==> src/design/mat_pkg.sv <==
// Shared types and constants for the adaptive mean threshold unit.
`default_nettype none

package mat_pkg;

  localparam int WINDOW_DEF     = 21;
  localparam int MAX_WIDTH_DEF  = 1024;
  localparam int MAX_HEIGHT_DEF = 1024;

  localparam int PIX_W = 8;
  localparam int CFG_W = 11;
  localparam int OFS_W = 9;
  localparam int IDX_W = 2;
  localparam int OUT_W = 8;

  localparam int WIDTH_RST  = 640;
  localparam int HEIGHT_RST = 480;
  localparam int OFFSET_RST = 10;

  typedef enum logic [IDX_W-1:0] {
    REG_WIDTH  = 2'd0,
    REG_HEIGHT = 2'd1,
    REG_OFFSET = 2'd2
  } cfg_reg_t;

  typedef enum logic {
    OP_PIXEL = 1'b0,
    OP_DRAIN = 1'b1
  } op_t;

  typedef struct packed {
    logic pix_item;
    logic emit;
    logic forced;
    logic frame_end;
    logic first_row;
    logic col_zero;
    logic col_ge_span;
    logic has_old;
    logic fwd;
  } s1_ctl_t;

  typedef struct packed {
    logic emit;
    logic forced;
    logic frame_end;
  } s2_ctl_t;

endpackage

`default_nettype wire

==> src/design/mat_ctrl.sv <==
// Position counters, frame tracking and border decisions for each accepted item.
`default_nettype none

module mat_ctrl import mat_pkg::*; #(
  parameter int WINDOW     = WINDOW_DEF,
  parameter int MAX_WIDTH  = MAX_WIDTH_DEF,
  parameter int MAX_HEIGHT = MAX_HEIGHT_DEF,
  localparam int HALF      = WINDOW / 2,
  localparam int SPAN      = 2 * HALF + 1,
  localparam int CW        = $clog2(MAX_WIDTH),
  localparam int RW        = $clog2(MAX_HEIGHT),
  localparam int FW_W      = $clog2(MAX_WIDTH + 1),
  localparam int FH_W      = $clog2(MAX_HEIGHT + 1),
  localparam int PW        = $clog2(MAX_WIDTH * MAX_HEIGHT),
  localparam int SW        = $clog2(SPAN),
  localparam int AW        = $clog2(SPAN * MAX_WIDTH)
) (
  input  logic             clk,
  input  logic             rst,
  input  logic             acc,
  input  logic             adv,
  input  op_t              op,
  input  logic [PIX_W-1:0] pix_in,
  input  logic [CFG_W-1:0] image_width,
  input  logic [CFG_W-1:0] image_height,
  output s1_ctl_t          s1,
  output logic [CW-1:0]    s1_col,
  output logic [PIX_W-1:0] s1_pixel,
  output logic             rs_wr_en,
  output logic [AW-1:0]    rs_wr_addr,
  output logic [AW-1:0]    rs_ctr_addr,
  output logic             cs_rd_en,
  output logic [CW-1:0]    cs_rd_addr
);

  logic [FW_W-1:0]   frame_w;
  logic [FH_W-1:0]   frame_h;
  logic [PW-1:0]     lag;
  logic signed [FW_W:0] col_lim;
  logic signed [FH_W:0] row_lim;
  logic              in_frame;
  logic              input_done;
  logic [RW-1:0]     in_row;
  logic [CW-1:0]     in_col;
  logic [SW-1:0]     in_slot;
  logic [PW-1:0]     in_pos;
  logic [RW-1:0]     out_row;
  logic [CW-1:0]     out_col;
  logic [SW-1:0]     out_slot;

  logic              is_pix;
  logic              start;
  int                fw_c;
  int                fh_c;
  logic [FW_W-1:0]   fw_e;
  logic [FH_W-1:0]   fh_e;
  logic [RW-1:0]     r_e;
  logic [CW-1:0]     c_e;
  logic [SW-1:0]     slot_e;
  logic [PW-1:0]     q_e;
  logic              emit_pix;
  logic              emit_drain;
  logic              border;
  logic              last_out;

  always_comb begin
    is_pix = (op == OP_PIXEL);
    start  = is_pix && (!in_frame || input_done);

    fw_c = int'(image_width);
    if (fw_c < 1) fw_c = 1;
    if (fw_c > MAX_WIDTH) fw_c = MAX_WIDTH;
    fh_c = int'(image_height);
    if (fh_c < 1) fh_c = 1;
    if (fh_c > MAX_HEIGHT) fh_c = MAX_HEIGHT;

    fw_e   = start ? FW_W'(fw_c) : frame_w;
    fh_e   = start ? FH_W'(fh_c) : frame_h;
    r_e    = start ? '0 : in_row;
    c_e    = start ? '0 : in_col;
    slot_e = start ? '0 : in_slot;
    q_e    = start ? '0 : in_pos;

    emit_pix   = is_pix && !start && (q_e >= lag);
    emit_drain = !is_pix && in_frame && input_done;
    border = (int'(out_row) < HALF) || (int'(out_row) >= int'(row_lim)) ||
             (int'(out_col) < HALF) || (int'(out_col) >= int'(col_lim));
    last_out = (int'(out_row) == int'(frame_h) - 1) &&
               (int'(out_col) == int'(frame_w) - 1);

    rs_wr_en    = acc && is_pix;
    rs_wr_addr  = AW'(int'(slot_e) * MAX_WIDTH + int'(c_e));
    rs_ctr_addr = AW'(int'(out_slot) * MAX_WIDTH + int'(out_col));
    cs_rd_en    = acc && is_pix;
    cs_rd_addr  = c_e;
  end

  always_ff @(posedge clk) begin
    if (rst) begin
      in_frame   <= 1'b0;
      input_done <= 1'b0;
      in_row     <= '0;
      in_col     <= '0;
      in_slot    <= '0;
      in_pos     <= '0;
      out_row    <= '0;
      out_col    <= '0;
      out_slot   <= '0;
    end else if (acc) begin
      if (start) begin
        frame_w    <= fw_e;
        frame_h    <= fh_e;
        lag        <= PW'(HALF * fw_c + HALF);
        col_lim    <= (FW_W+1)'(fw_c - HALF - 1);
        row_lim    <= (FH_W+1)'(fh_c - HALF - 1);
        in_frame   <= 1'b1;
        out_row    <= '0;
        out_col    <= '0;
        out_slot   <= '0;
      end
      if (is_pix) begin
        in_pos <= q_e + 1'b1;
        if (int'(c_e) + 1 >= int'(fw_e)) begin
          in_col     <= '0;
          in_row     <= r_e + 1'b1;
          in_slot    <= (int'(slot_e) == SPAN - 1) ? '0 : slot_e + 1'b1;
          input_done <= (int'(r_e) + 1 >= int'(fh_e));
        end else begin
          in_col     <= c_e + 1'b1;
          in_row     <= r_e;
          in_slot    <= slot_e;
          input_done <= 1'b0;
        end
      end
      if (emit_pix || emit_drain) begin
        if (last_out) begin
          in_frame <= 1'b0;
        end
        if (int'(out_col) + 1 >= int'(frame_w)) begin
          out_col  <= '0;
          out_row  <= out_row + 1'b1;
          out_slot <= (int'(out_slot) == SPAN - 1) ? '0 : out_slot + 1'b1;
        end else begin
          out_col <= out_col + 1'b1;
        end
      end
    end
  end

  always_ff @(posedge clk) begin
    if (rst) begin
      s1 <= '0;
    end else if (adv) begin
      s1.pix_item    <= acc && is_pix;
      s1.emit        <= acc && (emit_pix || emit_drain);
      s1.forced      <= emit_drain || border;
      s1.frame_end   <= last_out;
      s1.first_row   <= (r_e == '0);
      s1.col_zero    <= (c_e == '0);
      s1.col_ge_span <= (int'(c_e) >= SPAN);
      s1.has_old     <= (int'(r_e) >= SPAN);
      s1.fwd         <= s1.pix_item && (s1_col == c_e);
      s1_col         <= c_e;
      s1_pixel       <= pix_in;
    end
  end

  a_col_in_line: assert property (@(posedge clk) disable iff (rst)
    in_frame |-> (int'(in_col) < int'(frame_w)))
    else $error("input column beyond line width");

  a_slot_range: assert property (@(posedge clk) disable iff (rst)
    (int'(in_slot) < SPAN) && (int'(out_slot) < SPAN))
    else $error("line slot out of range");

  a_drain_keeps_input: assert property (@(posedge clk) disable iff (rst)
    (acc && op == OP_DRAIN) |=> $stable(in_pos))
    else $error("drain moved the input position");

endmodule

`default_nettype wire

==> config.mk <==
export PLATFORM = sky130hd
export DESIGN_NAME = mat_ctrl
export DESIGN_NICKNAME = d
export VERILOG_FILES = /design/src/design/mat_pkg.sv /design/src/design/mat_ctrl.sv
export SDC_FILE = /design/constraint.sdc
export NUM_CORES = 1
export LEC_CHECK = 0
export BUFFER_PORTS_ARGS = -buffer_cell sky130_fd_sc_hd__buf_2
export CAP_MARGIN = 40
export CORE_AREA = 2 2 137 139
export CTS_CLUSTER_SIZE = 8
export DETAILED_ROUTE_END_ITERATION = 12
export DIE_AREA = 0 0 139 141
export PLACE_DENSITY = 0.9
export SLEW_MARGIN = 15
export SYNTH_ARGS = -nofsm -noshare
export SYNTH_HDL_FRONTEND = slang
export SYNTH_SLANG_ARGS = --single-unit
==> constraint.sdc <==
create_clock -name clk -period 4.8 [get_ports clk]
set_input_delay 0.48 -clock clk [delete_from_list [all_inputs] [get_ports clk]]
set_output_delay 0.48 -clock clk [all_outputs]
set_load 0.05 [all_outputs]
-- After elaboration in Yosys (flattened, before gate mapping)
Cells that the tools add are included.
- add/subtract/negate cells: 19
- multipliers: 1
- order comparisons: 14
- eq/ne operators: 5
- muxes and demuxes: 28
- bitwise operators: 2
- reduce and logical (&&, ||, !) cells: 24
- operators with widths (operator ; count):
    two-way mux 10 bit ; 10
    two-way mux 11 bit ; 6
    greater-than comparator 32 x 12 -> 1 bit (second input constant) ; 2
    adder 10 x 1 -> 10 bit (second input constant) ; 4
    two-way mux 5 bit ; 7
    adder 10 x 1 -> 11 bit (second input constant) ; 3
    >= comparator 11 bit ; 3
    adder 15 x 10 -> 15 bit ; 2
    == test 11 x 12 -> 1 bit ; 2
    >= comparator 11 x 12 -> 1 bit ; 2
    subtractor 11 x 1 -> 12 bit (second input constant) ; 2
    subtractor 12 x 2 -> 12 bit (second input constant) ; 2
    less-than comparator 11 x 1 -> 1 bit (second input constant) ; 2
    adder 20 x 1 -> 20 bit (second input constant) ; 1
    adder 20 x 5 -> 20 bit (second input constant) ; 1
    >= comparator 10 x 5 -> 1 bit (second input constant) ; 2
    >= comparator 20 bit ; 1
    logical NOT 10 bit ; 2
    less-than comparator 10 x 4 -> 1 bit (second input constant) ; 2
    two-way mux 20 bit ; 1
    multiplier 3 x 11 -> 14 bit (first input constant) ; 1
    subtractor 11 x 4 -> 12 bit (second input constant) ; 1
    subtractor 12 x 5 -> 12 bit (second input constant) ; 1
    adder 5 x 1 -> 5 bit (second input constant) ; 2
    10 further kinds ; 31
- flip-flop bits (word level): 165
- input port bits: 35
- output and inout bits: 69
- logic and storage cells: 118

-- Longest topological paths before layout
- word-level depth: 9
- depth in mapped cells: 20
- depth with buffers taken out: 16

-- Worst setup path before layout
Ideal clock, no wire load.
- kind: input-to-reg
- start: in op
- end: reg in_row[1]
- setup time: 0.059 ns
- arrival time: 4.448 ns
- data required time: 4.741 ns
- path slack: 0.292 ns
- stages on the path: 20
- path buffers: 5
- path through: clkbuf_1 -> or2_1 -> buf_2 -> clkbuf_1 -> buf_2 -> nand2_1 -> inv_1 -> ha_1 -> nand4_1 -> nor3_1 -> and3_1 -> ha_1 -> a2111oi_0 -> o21ai_0 -> a21oi_1 -> o21ai_1 -> a21oi_1 -> o21a_1 -> clkbuf_1 -> a22o_1
- cells in the longest elaborated chain, start to end: 6
- elaborated cells on any way between the ends: 10
- those cells by class: add/sub: 2; order compare: 1; mux: 4; bitwise: 1; reduce/logical: 2
- ends and longest elaborated chain (element ; RTL line ; text):
    start, declared ; mat_ctrl.sv:22 ; input op_t op,
    NOT 1 bit (no source line) ; - ;
    logical AND 1 bit ; mat_ctrl.sv:68 ; start = is_pix && (!in_frame || input_done);
    two-way mux 10 bit ; mat_ctrl.sv:80 ; c_e = start ? '0 : in_col;
    via cs_rd_addr[0] ; mat_ctrl.sv:33 ; output logic [CW-1:0] cs_rd_addr
    adder 10 x 1 -> 11 bit ; mat_ctrl.sv:123 ; if (int'(c_e) + 1 >= int'(fw_e)) begin
    >= comparator 11 bit ; mat_ctrl.sv:123 ;
    two-way mux 10 bit ; mat_ctrl.sv:123 ;
    end signal, assigned ; mat_ctrl.sv:125 ; in_row <= r_e + 1'b1;
    end signal, assigned ; mat_ctrl.sv:130 ; in_row <= r_e;
    end, declared ; mat_ctrl.sv:43 ; logic [RW-1:0] in_row;
The timed path passes the listed nets, and every way through them passes these cells.
A chain may end at the register's enable or synchronous reset.

-- Worst setup path after layout
- start: reg in_frame
- end: reg in_col[9]
- cells in the longest elaborated chain, start to end: 7
- elaborated cells on any way between the ends: 9
- those cells by class: add/sub: 2; order compare: 1; mux: 3; reduce/logical: 3
- ends and longest elaborated chain (element ; RTL line ; text):
    start, declared ; mat_ctrl.sv:41 ; logic in_frame;
    start signal, assigned ; mat_ctrl.sv:100 ; in_frame <= 1'b0;
    start signal, assigned ; mat_ctrl.sv:116 ; in_frame <= 1'b1;
    start signal, assigned ; mat_ctrl.sv:137 ; in_frame <= 1'b0;
    logical NOT 1 bit (*) ; mat_ctrl.sv:68 ;
    logical OR 1 bit (*) ; mat_ctrl.sv:68 ;
    logical AND 1 bit (*) ; mat_ctrl.sv:68 ;
    two-way mux 10 bit ; mat_ctrl.sv:80 ;
    adder 10 x 1 -> 11 bit ; mat_ctrl.sv:123 ;
    >= comparator 11 bit ; mat_ctrl.sv:123 ;
    two-way mux 10 bit (*) ; mat_ctrl.sv:123 ;
    end signal, assigned ; mat_ctrl.sv:129 ; in_col <= c_e + 1'b1;
    end, declared ; mat_ctrl.sv:44 ; logic [CW-1:0] in_col;
Every way passes the cells marked *; elsewhere a longest branch is shown, timed or not.

==> impl_metrics.ini <==
[setup_path]
cp-end-kind = register
cp_data_arrival_time_ns = 4.65
cp.required_ns = 5.17
path_max_fanout = 15
critPathLaunchType = register
rr_worst_depth = 17
startpoint = in_frame
reg2reg_from = in_frame
r2r_slack_ns = 0.51
reg2reg_to = in_col[9]
critPathKind = reg2reg

[logic_synthesis]
yosys_warnings = 0
synth.most_common_cell = nand2_1
synth-edff-count = 77
ys_seq_area_share_pct = 36.0
synthTopCellsByArea = edfxtp_1, dfxtp_1, ha_1
synth_top_area_share_pct = 21.1
synth_area_um2 = 10900
async_flop_share_pct = 0
postSynthCellCount = 1264
synth_cell_type_count = 75
ys.flop_type = dfxtp_1
syn_avg_cell_area_um2 = 8.66
synth.top_cells.by_count = nand2_1, inv_1, ha_1
synth_top_area_cell = edfxtp_1
ys_ff_latch = 158
syn-num-nets = 1403

[power]
p_switching_uw = 932
clockPowerShare_pct = 41.7
pwr-share-seq_pct = 46.1
power.density_nw_per_um2 = 263
combPwrFrac_pct = 12.1
sw_frac_of_total_pct = 29.2
p_leak_uw = 0.00542
power_uw = 3190
p_int_uw = 2260
ir_drop_v = 0.000281

[global_routing]
gr-total-overflow = 0
grt_use_total_pct = 28.6
grt_pass1_vias = 9477
antenna_found_initial = 0
grt_pass1_wl_um = 45700
grt_max_degree = 60

[worst_hold_path]
hold_end = s1_pixel[3]
hold_path_depth = 1
hold_path_class = in2reg
hold_start = pix_in[3]

[clock_tree]
cts_resized = 0
htree_levels = 4
clk_path_buf_depth = 2
cts_tree = yes
cts_setup_buffers = 0
cts_root_buf = clkbuf_16
hold_buffers = 0
cts_inserted_buffers = 17
clk_latency_ns = 0.45
clk_pin_slew_ns = 0.07
cts_num_sinks = 158

[timing]
rsz0062_at_grt = no
max_freq_mhz = 233
skew_ns = 0.00929
hold_viol = 0
min_period_over_period_pct = 89.3
drv_slew = 0
totalNegativeSetupSlack_ns = 0
setup-violations-final = 0
post-route-min-period_ns = 4.29
maxSlewHeadroom_pct = 42.4
max_slew.worst_pin.slew_ns = 0.861

[finish]
synthToLayoutAreaGrowth_pct = 11.1
drive_above_1_share_pct = 12.7
final_nets = 1476
diodes = 0

[drt]
drt-met1-wl_um = 11600
viasPerCell = 6.16
drc_errors = 0
top_layer_used = met4
vias = 9752
ant_nets = 0
drt_pass1_iterations = 7
wl_met3_um = 2080
post_drt_wl_per_cell_um = 17.8
dr_wl_met2_um = 13400
drt_iter0_drc = 989
wl_um = 28200

[floorplan]
pin_count = 104
die_height_um = 141
die_area_um2 = 19600
chipWidth_um = 139
start_util_pct = 59.9
rows = 50
coreArea_um2 = 18300

[place]
place_congestion = 0.932
port_buffers = 103
dp_hpwl_um = 20600

[run]
maxCapViolCount = 0

[status]
status = completed
## kinds of logic (layout without fill, tap and decap cells)
kind of cell             Yosys count  count (layout)  synth area share [%]
other                              1               1                0.0343
buffers and inverters            183             269                  6.76
XOR/XNOR                          91              91                  7.28
AND/OR/NAND/NOR                  461             461                  21.3
flip-flops                       158             158                  36.0
multiplexers                      13              13                  1.20
adder cells (fa/ha/maj)          104             104                  12.0
AO/OA/AOI/OAI                    253             253                  15.5
## state kept, by name (all words and copies together), names as in the netlist
signal / flops
in_pos: 20
col_lim: 12
in_slot: 5
s1: 9
s1_pixel: 8
input_done: 1
out_row: 10
frame_h: 11
s1_col: 10
frame_w: 11
in_frame: 1
out_col: 10
in_row: 10
in_col: 10
out_slot: 5
lag: 13
row_lim: 12
## power by group through the flow
stage / sequential, µW / clock [µW] / combinational [µW]
after floorplan: 1540 / 0 / 233
after global placement: 1500 / 0 / 366
after detailed placement: 1500 / 0 / 378
after CTS: 1470 / 1330 / 382
after global routing: 1480 / 1400 / 422
final: 1470 / 1330 / 387
## final cells by class
class	count	area, µm²
clock buffers	17	425
clock inverters	15	141
fillers	1432	6110
inverters	122	458
multi-input cells	923	6290
flip-flops and latches	158	3930
well taps	234	293
repair buffers	115	622
## metal layers
layer / up-vias / GRT usage (%)
li1: 4614 / -
met1: 4605 / 36.2
met2: 456 / 47.5
met3: 77 / 4.89
met4: 0 / 14.6
met5: - / 0
## through the flow
stage,hold slack [ns],instances,util (%),cell area [µm²],setup slack [ns]
global route,0.184,1584,66.6,12200,0.171
finish,0.199,1584,66.6,12200,0.514
detailed placement,0.456,1550,63.4,11600,0.642
CTS,0.193,1582,66.5,12100,0.607
global placement,0.458,1550,63.4,11600,0.757
floorplan,0.445,1264,-,10900,0.292
## how the worst max path moves through the flow
stage                     cells after the start  slack, ns    endpoint
after floorplan                              20       0.29   in_row[1]
after global placement                       17       0.76     lag[14]
after detailed placement                     15       0.64     lag[14]
after CTS                                    17       0.61   in_col[9]
after global routing                         17       0.17  in_slot[2]
final                                        17       0.51   in_col[9]
## critical path, cell delays in order, from the launching register on
cell,delay [ns]
dfxtp_1,0.39
nor2b_1,0.16
buf_4,0.17
or2_2,0.27
nand2_1,0.15
inv_1,0.20
ha_1,0.24
nand4_1,0.15
nor3_1,0.31
and3_1,0.24
ha_1,0.24
a2111oi_0,0.36
o21ai_0,0.17
a21oi_1,0.14
o21ai_1,0.19
nand2_1,0.47
nand3_1,0.17
a21oi_1,0.19
## layout by cell type, fill, tap and decap left out, types with 6 or more instances in the layout
master	count
or2_2	8
a21oi_1	52
a2111oi_0	6
a22o_1	11
xor2_1	36
and2_1	27
a211oi_1	9
or3_1	6
clkbuf_16	17
o21ai_0	55
nor2b_1	18
nor2_1	83
and3_1	18
nand2_1	122
buf_2	103
nor3_1	28
buf_4	9
nand4_1	24
nor4_1	9
xnor2_1	55
inv_1	120
edfxtp_1	77
o21a_1	10
a31oi_1	11
nand3_1	64
a21o_1	21
dfxtp_1	81
ha_1	103
o2111ai_1	11
or4_1	9
o211ai_1	12
nand2b_1	18
a21boi_0	7
o21ai_1	9
mux2i_1	12
Note: power is estimated with default switching activity, not from simulation.
